--- config.mk ---
export PLATFORM = sky130hd
export DESIGN_NAME = q2e_fifo
export DESIGN_NICKNAME = d
export VERILOG_FILES = /design/src/q2e_pkg.sv /design/src/q2e_fifo.sv
export VERILOG_INCLUDE_DIRS = /design/src /design/src/src
export SDC_FILE = /design/constraint.sdc
export NUM_CORES = 1
export LEC_CHECK = 0
export ABC_AREA = 1
export BUFFER_PORTS_ARGS = -buffer_cell sky130_fd_sc_hd__buf_2
export CORE_MARGIN = 1.5
export CORE_UTILIZATION = 35
export DETAILED_ROUTE_END_ITERATION = 8
export PLACE_DENSITY = 0.55
export SYNTH_ARGS = -nofsm -noshare
export SYNTH_HDL_FRONTEND = slang
export SYNTH_SLANG_ARGS = --single-unit
--- constraint.sdc ---
create_clock -name clk -period 25.2 [get_ports clk]
set_input_delay 3.78 -clock clk [delete_from_list [all_inputs] [get_ports clk]]
set_output_delay 3.78 -clock clk [all_outputs]
set_load 0.01 [all_outputs]
--- src/quaternion_to_euler_angles_top_defines.svh ---
// Assertion macros for the quaternion to Euler angle RTL.
// Uses the clk and arst_n names of the module that expands them.
`ifndef QUATERNION_TO_EULER_ANGLES_TOP_DEFINES_SVH
`define QUATERNION_TO_EULER_ANGLES_TOP_DEFINES_SVH
`ifndef NO_ASSERTIONS
`define Q2E_ASSERT(lbl, prop, msg) lbl: assert property (@(posedge clk) disable iff (!arst_n) \
	prop) else $error(msg);
`define Q2E_NEVER(lbl, cond, msg) `Q2E_ASSERT(lbl, !(cond), msg)
`else
`define Q2E_ASSERT(lbl, prop, msg)
`define Q2E_NEVER(lbl, cond, msg)
`endif
`endif

--- src/q2e_pkg.sv ---
// Shared types, widths and the CORDIC arctangent table for the
// quaternion to Euler angle block. No dependencies.
package q2e_pkg;

	localparam int COMP_W       = 16;
	localparam int OUT_W        = 16;
	localparam int ANGLE_WIDTH  = 16;
	localparam int FRAC_BITS    = 28;
	localparam int TERM_W       = 34;
	localparam int T2_W         = FRAC_BITS + 2;
	localparam int CORD_W       = 38;
	localparam int SQ_W         = 58;
	localparam int CORDIC_STEPS = 30;
	localparam int SQRT_STEPS   = 29;
	localparam int FIFO_DEPTH   = 4;
	localparam int FIFO_AW      = 2;

	localparam logic signed [TERM_W-1:0] Q_ONE = TERM_W'(1) <<< FRAC_BITS;

	typedef struct packed {
		logic signed [COMP_W-1:0] w_component;
		logic signed [COMP_W-1:0] x_component;
		logic signed [COMP_W-1:0] y_component;
		logic signed [COMP_W-1:0] z_component;
	} in_word_t;

	typedef struct packed {
		logic signed [OUT_W-1:0] roll_angle;
		logic signed [OUT_W-1:0] pitch_angle;
		logic signed [OUT_W-1:0] yaw_angle;
	} out_word_t;

	typedef struct packed {
		logic signed [TERM_W-1:0] t0;
		logic signed [TERM_W-1:0] t1;
		logic signed [TERM_W-1:0] t2;
		logic signed [TERM_W-1:0] t3;
		logic signed [TERM_W-1:0] t4;
	} terms_t;

	localparam logic [31:0] ATAN_TAB [CORDIC_STEPS] = '{
		32'd536870912, 32'd316933406, 32'd167458907, 32'd85004756, 32'd42667331,
		32'd21354465, 32'd10679838, 32'd5340245, 32'd2670163, 32'd1335087,
		32'd667544, 32'd333772, 32'd166886, 32'd83443, 32'd41722,
		32'd20861, 32'd10430, 32'd5215, 32'd2608, 32'd1304,
		32'd652, 32'd326, 32'd163, 32'd81, 32'd41,
		32'd20, 32'd10, 32'd5, 32'd3, 32'd1
	};

endpackage

--- src/q2e_fifo.sv ---
// Short queue of term words between the front end and the back end.
// Depends on q2e_pkg and the assertion macro header.
`include "quaternion_to_euler_angles_top_defines.svh"
module q2e_fifo import q2e_pkg::*; (
	input  logic   clk,
	input  logic   arst_n,
	input  logic   wr_valid,
	output logic   wr_ready,
	input  terms_t wr_data,
	output logic   rd_valid,
	input  logic   rd_en,
	output terms_t rd_data
);

	terms_t             mem_q [FIFO_DEPTH];
	logic [FIFO_AW-1:0] wr_ptr_q, rd_ptr_q;
	logic [FIFO_AW:0]   count_q;
	logic               wr_en;

	assign wr_ready = count_q != (FIFO_AW+1)'(FIFO_DEPTH);
	assign wr_en    = wr_valid && wr_ready;
	assign rd_valid = count_q != '0;
	assign rd_data  = mem_q[rd_ptr_q];

	always_ff @(posedge clk or negedge arst_n) begin
		if (!arst_n) begin
			wr_ptr_q <= '0;
			rd_ptr_q <= '0;
			count_q  <= '0;
		end else begin
			if (wr_en) begin
				wr_ptr_q <= wr_ptr_q + 1'b1;
			end
			if (rd_en) begin
				rd_ptr_q <= rd_ptr_q + 1'b1;
			end
			count_q <= count_q + (FIFO_AW+1)'(wr_en) - (FIFO_AW+1)'(rd_en);
		end
	end

	always_ff @(posedge clk) begin
		if (wr_en) begin
			mem_q[wr_ptr_q] <= wr_data;
		end
	end

	`Q2E_NEVER(a_no_overflow, count_q > (FIFO_AW+1)'(FIFO_DEPTH), "queue count over depth")
	`Q2E_NEVER(a_no_underrun, rd_en && (count_q == '0), "back end read an empty queue")
	`Q2E_ASSERT(a_count_track, count_q == $past(count_q) + (FIFO_AW+1)'($past(wr_en)) - (FIFO_AW+1)'($past(rd_en)), "queue count lost a word")

endmodule

==> results of run 1 <==
[final timing paths]
check / from / to / slack (ns) / cells past startpoint
setup / recovery: rd_ptr_q[0] / rd_data[96] / 16.75 / 7
hold / removal: count_q[0] / count_q[0] / 0.51 / 1
setup reg to reg: count_q[1] / mem_q[1][101] / 21.68 / 6
hold reg to reg: count_q[0] / count_q[0] / 0.51 / 1
max in group asynchronous: arst_n / rd_ptr_q[0] / 21.99 / 1
min in group asynchronous: arst_n / wr_ptr_q[1] / 3.03 / 1
[worst register-to-register path: cells and delay by family, from the launching register on]
family                 cells  cell delay (ns)
AND/OR/NAND/NOR            4             1.10
flip-flops                 1             0.42
buffers and inverters      2             1.61
[area by class of cell]
cell class / instances / share of cell area [%]
sequential: 687 / 64.0
multi-input combinational: 880 / 14.6
clock buffer: 94 / 6.38
timing repair buffer: 367 / 5.88
inverter: 353 / 4.13
tap: 1040 / 4.04
clock inverter: 39 / 0.936
antenna: 7 / 0.0544
[routing by layer]
layer  track usage [%]  part of all wire [%]  vias to the layer above
met5                 0                  0.23                        -
met4              5.11                   2.7                       18
met3              3.79                   5.7                      114
met1              17.2                    40                     7624
li1                  -                     -                     7767
met2              26.3                    51                      339
[Yosys cell counts]
cell | n | share of area [%]
buf_2 | 26 | 0.47
buf_4 | 23 | 0.62
buf_6 | 60 | 2.4
buf_8 | 1 | 0.054
clkbuf_8 | 3 | 0.15
dfrtp_1 | 7 | 0.63
edfxtp_1 | 680 | 74
fa_1 | 1 | 0.072
ha_1 | 6 | 0.27
inv_1 | 352 | 4.8
inv_4 | 1 | 0.023
nand2_1 | 523 | 7.1
nand3_1 | 3 | 0.054
nor2_1 | 5 | 0.068
o211ai_1 | 338 | 9.2
o211ai_2 | 2 | 0.091
xor2_1 | 2 | 0.063
[sequential cells by signal, summed over array words and instances (netlist names)]
register and cells:
mem_q 680, count_q 3, rd_ptr_q 2, wr_ptr_q 2
[cells by family after synthesis]
family	Yosys count	synth area share [%]
AO/OA/AOI/OAI	340	9.27
AND/OR/NAND/NOR	531	7.23
flip-flops	687	74.5
adder cells (fa/ha/maj)	7	0.344
buffers and inverters	466	8.55
XOR/XNOR	2	0.0634
[through the flow]
step                hold slack [ns]  instance area, um2  setup WS, ns
floorplan                     0.479               27600         13.51
global placement              0.505               29800         17.46
detailed placement            0.505               29800         17.31
CTS                           0.519               32200         16.66
global route                  0.534               32200         16.28
finish                        0.513               32200         16.75
[power groups by stage]
stage / sequential, mW / combinational, mW / clock (mW)
after global routing: 1.61 / 1.37 / 1.12
final: 1.59 / 1.22 / 1.04
after CTS: 1.59 / 1.27 / 1.08
after detailed placement: 1.61 / 1.26 / 0
after floorplan: 1.63 / 0.902 / 0
after global placement: 1.61 / 1.25 / 0
==> flow_summary.json, run 1 <==
{
  "postCtsHoldBufs": 0,
  "start_util_pct": 35.5,
  "drive_gt1_share_pct": 20.0,
  "yosysUniqueCellTypes": 17,
  "nets": 2547,
  "io_pins": 346,
  "stdcell_count": 3467,
  "ys_ff_latch": 687,
  "dieArea_um2": 80600,
  "grt_overflow": 0,
  "pwr-share-comb_pct": 31.7,
  "cp-start-kind": "flip-flop",
  "finalMaxSlewViolations": 0,
  "intPower_mw": 2.50,
  "fin_crit_ns": 8.45,
  "fin_crit_sh_pct": 33.5,
  "syn_area_um2": 27600,
  "cp-end-kind": "output pin",
  "finalSetupViolCount": 0,
  "dp_cells": 3327,
  "finalPower_mw": 3.85,
  "worstPathMaxFanout": 99,
  "root_buffer": "clkbuf_16",
  "slowest_delay_ns": 0.93,
  "avgSynthCellArea_um2": 13.6,
  "power_frac_clock_pct": 27.0,
  "grt_pass1_wl_mm": 92.2,
  "p_per_area_nw_per_um2": 120,
  "crit_slowest_cell": "dfrtp_4",
  "maxCapViolCount": 0,
  "clk_path_buf_depth": 3,
  "yosysSeqAreaShare_pct": 74.5,
  "syn-num-nets": 2214,
  "portBuffers": 345,
  "drt-wirelength-per-cell_um": 17.3,
  "yosysWarnings": 0,
  "grt_pass1_vias": 16000,
  "ir_worst_vdd_v": 0.0000758,
  "p_sw_mw": 1.35,
  "multi_input_area_um2": 4700,
  "cts_sinks": 687,
  "arrival_ns": 4.67,
  "nFillCells": 7220,
  "regArea_um2": 20600,
  "final_common_cell": "edfxtp_1",
  "drcViolationCount": 0,
  "fin_setup_tns_ns": 0,
  "grtUsageTotal_pct": 14.8,
  "seq_power_share_pct": 41.3,
  "swShare_pct": 35.0,
  "antenna_found_initial": 15,
  "slew_headroom_pct": 27.6,
  "first_pass_iters": 6,
  "insertion_delay_ns": 0.60,
  "fmax_mhz": 118,
  "cp.required_ns": 21.42,
  "syn_to_final_growth_pct": 16.5,
  "cts_tree": "built",
  "postRouteAntennaNets": 0,
  "numCtsBuffers": 77,
  "clock_skew_ns": 0.0224,
  "synth_cells": 2033,
  "critical_path.top_delay_family": "buffers and inverters",
  "vias": 15900,
  "ctsResizeCount": 0,
  "clk_pin_slew_ns": 0.06,
  "p_leak_nw": 12.7,
  "hold_viol_final": 0,
  "status": "completed",
  "fin_util_pct": 41.4,
  "dpl.hpwl_mm": 34.9,
  "cp_common_cell": "buf_4",
  "core_um2": 77800,
  "grt_max_degree": 114,
  "tightest_slew_ns": 1.09,
  "wl_mm": 59.8,
  "crit_type": "flip-flop to output pin",
  "gp_congestion": 0.755,
  "hold_class": "flip-flop to flip-flop",
  "rows": 102,
  "die_x_um": 284,
  "mostFrequentLayoutCells": "edfxtp_1 (680), nand2_1 (523), inv_1 (352), buf_2 (345), o211ai_1 (338)",
  "post_cts_buffers": 0,
  "crit_chain": "buf_4 -> buf_4 -> buf_4 -> nand2_1 -> o211ai_1 -> nand2_1 -> buf_2",
  "htreeDepth": 3,
  "rsz0062_at_grt": "no",
  "vias_per_cell": 4.58,
  "dieHeight_um": 284,
  "drt_iter0_drc": 792,
  "cp_num_buf_inv": 4
}
Power figures use the tool's default switching activity.
==> run 2, diff against run 1 <==
==> constraint.sdc (replaced) <==
create_clock -name clk -period 8.8 [get_ports clk]
set_input_delay 1.32 -clock clk [delete_from_list [all_inputs] [get_ports clk]]
set_output_delay 1.32 -clock clk [all_outputs]
set_load 0.01 [all_outputs]
==> run 2 against run 1 <==
  * Flip-flop and latch count is the same
  * Clock skew shrank 0.0032 ns
  * Worst hold slack gained 0.029 ns
  * Via count grew 0.44%
  * Setup slack lost 13 ns
  * Highest routed layer unchanged
  * Final cell count grew 0.26%
  * Global-route usage grew 0.18 points
  * Power grew to 2.9 times the previous value
  * Non-clock buffer count shrank 3
==> flow_summary.json, run 2 (same netlist as run 1, synthesis figures left out) <==
{
  "cts_tree": "built",
  "ctsResizeCount": 0,
  "largest_register_ffs": 680,
  "maxCapViolCount": 0,
  "worstPathMaxFanout": 113,
  "rows": 102,
  "ir_worst_vdd_v": 0.000261,
  "clock_skew_ns": 0.0192,
  "status": "completed",
  "dieArea_um2": 80600,
  "p_leak_nw": 12.7,
  "start_util_pct": 35.5,
  "place_ws_ns": 4.70,
  "insertion_delay_ns": 0.60,
  "cp.required_ns": 7.48,
  "cts_sinks": 687,
  "postRouteAntennaNets": 0,
  "first_pass_iters": 5,
  "hold_class": "flip-flop to flip-flop",
  "stdcell_count": 3476,
  "drive_gt1_share_pct": 20.0,
  "grt_max_degree": 259,
  "fin_crit_ns": 4.59,
  "io_pins": 346,
  "dpl.hpwl_mm": 34.4,
  "dp_cells": 3324,
  "core_um2": 77800,
  "largest_register": "mem_q",
  "antenna_found_initial": 16,
  "crit_type": "flip-flop to output pin",
  "gp_congestion": 0.733,
  "cp-start-kind": "flip-flop",
  "arrival_ns": 3.27,
  "vias": 15900,
  "die_x_um": 284,
  "p_per_area_nw_per_um2": 346,
  "nets": 2545,
  "cp-end-kind": "output pin",
  "rsz0062_at_grt": "no",
  "grtUsageTotal_pct": 15.0,
  "finalSetupViolCount": 0,
  "drt-wirelength-per-cell_um": 17.5,
  "postCtsHoldBufs": 0,
  "hold_viol_final": 0,
  "post_cts_buffers": 0,
  "clk_path_buf_depth": 3,
  "mostFrequentLayoutCells": "edfxtp_1 (680), nand2_1 (523), inv_1 (352), buf_2 (345), o211ai_1 (338)",
  "tightest_slew_ns": 1.12,
  "drcViolationCount": 0,
  "htreeDepth": 3,
  "numCtsBuffers": 78,
  "grt_pass1_wl_mm": 93.2,
  "reg_top3": "mem_q: 680 flops, count_q: 3 flops",
  "final_common_cell": "edfxtp_1",
  "drt_iter0_drc": 953,
  "portBuffers": 345,
  "slew_headroom_pct": 25.4,
  "syn_to_final_growth_pct": 17.1,
  "fin_crit_sh_pct": 52.2,
  "dieHeight_um": 284,
  "fmax_mhz": 218,
  "grt_pass1_vias": 16100,
  "wl_mm": 60.9,
  "root_buffer": "clkbuf_16",
  "layout_setup_ws_ns": 4.21,
  "finalPower_mw": 11.2,
  "finalMaxSlewViolations": 0,
  "clk_pin_slew_ns": 0.05,
  "grt_overflow": 0,
  "vias_per_cell": 4.58
}
==> run 2: layout make-up <==
type,count,area (um2)
antenna,10,25.0
clock inverter,45,385
clock buffer,97,2100
multi-input combinational,880,4700
inverter,353,1330
sequential,687,20600
timing repair buffer,364,1920
tap,1040,1300
fill,7252,45500
==> run 2: per-layer routing <==
layer	wire [um]	GRT usage, %	vias up
li1	-	-	7768
met1	24600	17.3	7694
met2	31000	26.5	324
met3	3150	3.52	130
met4	2050	6.12	16
met5	101	0	-
==> run 2: final timing paths <==
kind / slack [ns] / from / endpoint / cells past startpoint
worst max register to register: 5.84 / count_q[1] / mem_q[2][117] / 6
max in group asynchronous: 8.05 / arst_n / rd_ptr_q[1] / 1
worst max-delay path: 4.21 / rd_ptr_q[0] / rd_data[109] / 5
worst min register to register: 0.54 / count_q[0] / count_q[0] / 1
min in group asynchronous: 0.55 / arst_n / wr_ptr_q[0] / 1
worst min-delay path: 0.54 / count_q[0] / count_q[0] / 1
==> run 2: critical path: stages (launching register included) <==
cell and delay, ns:
dfrtp_4 0.99, buf_4 0.90, nand2_1 0.13, o211ai_1 0.12
nand2_1 0.15, buf_2 0.17
==> run 2: power by group <==
group | switching [mW] | internal, mW | leakage [nW]
combinational | 2.40 | 1.12 | 5.22
clock | 1.27 | 1.84 | 1.21
sequential | 0.245 | 4.31 | 6.31
total | 3.92 | 7.27 | 12.7
==> run 2: metrics by stage <==
stage | instance area (um2) | setup TNS, ns | hold slack (ns) | util (%)
2_1_floorplan | 27600 | -291.07 | 0.479 | -
3_3_place_gp | 29900 | 0 | 0.493 | 38.3
3_5_place_dp | 29900 | 0 | 0.531 | 38.3
4_1_cts | 32300 | 0 | 0.510 | 41.5
5_1_grt | 32300 | 0 | 0.528 | 41.6
6_report | 32400 | 0 | 0.542 | 41.6
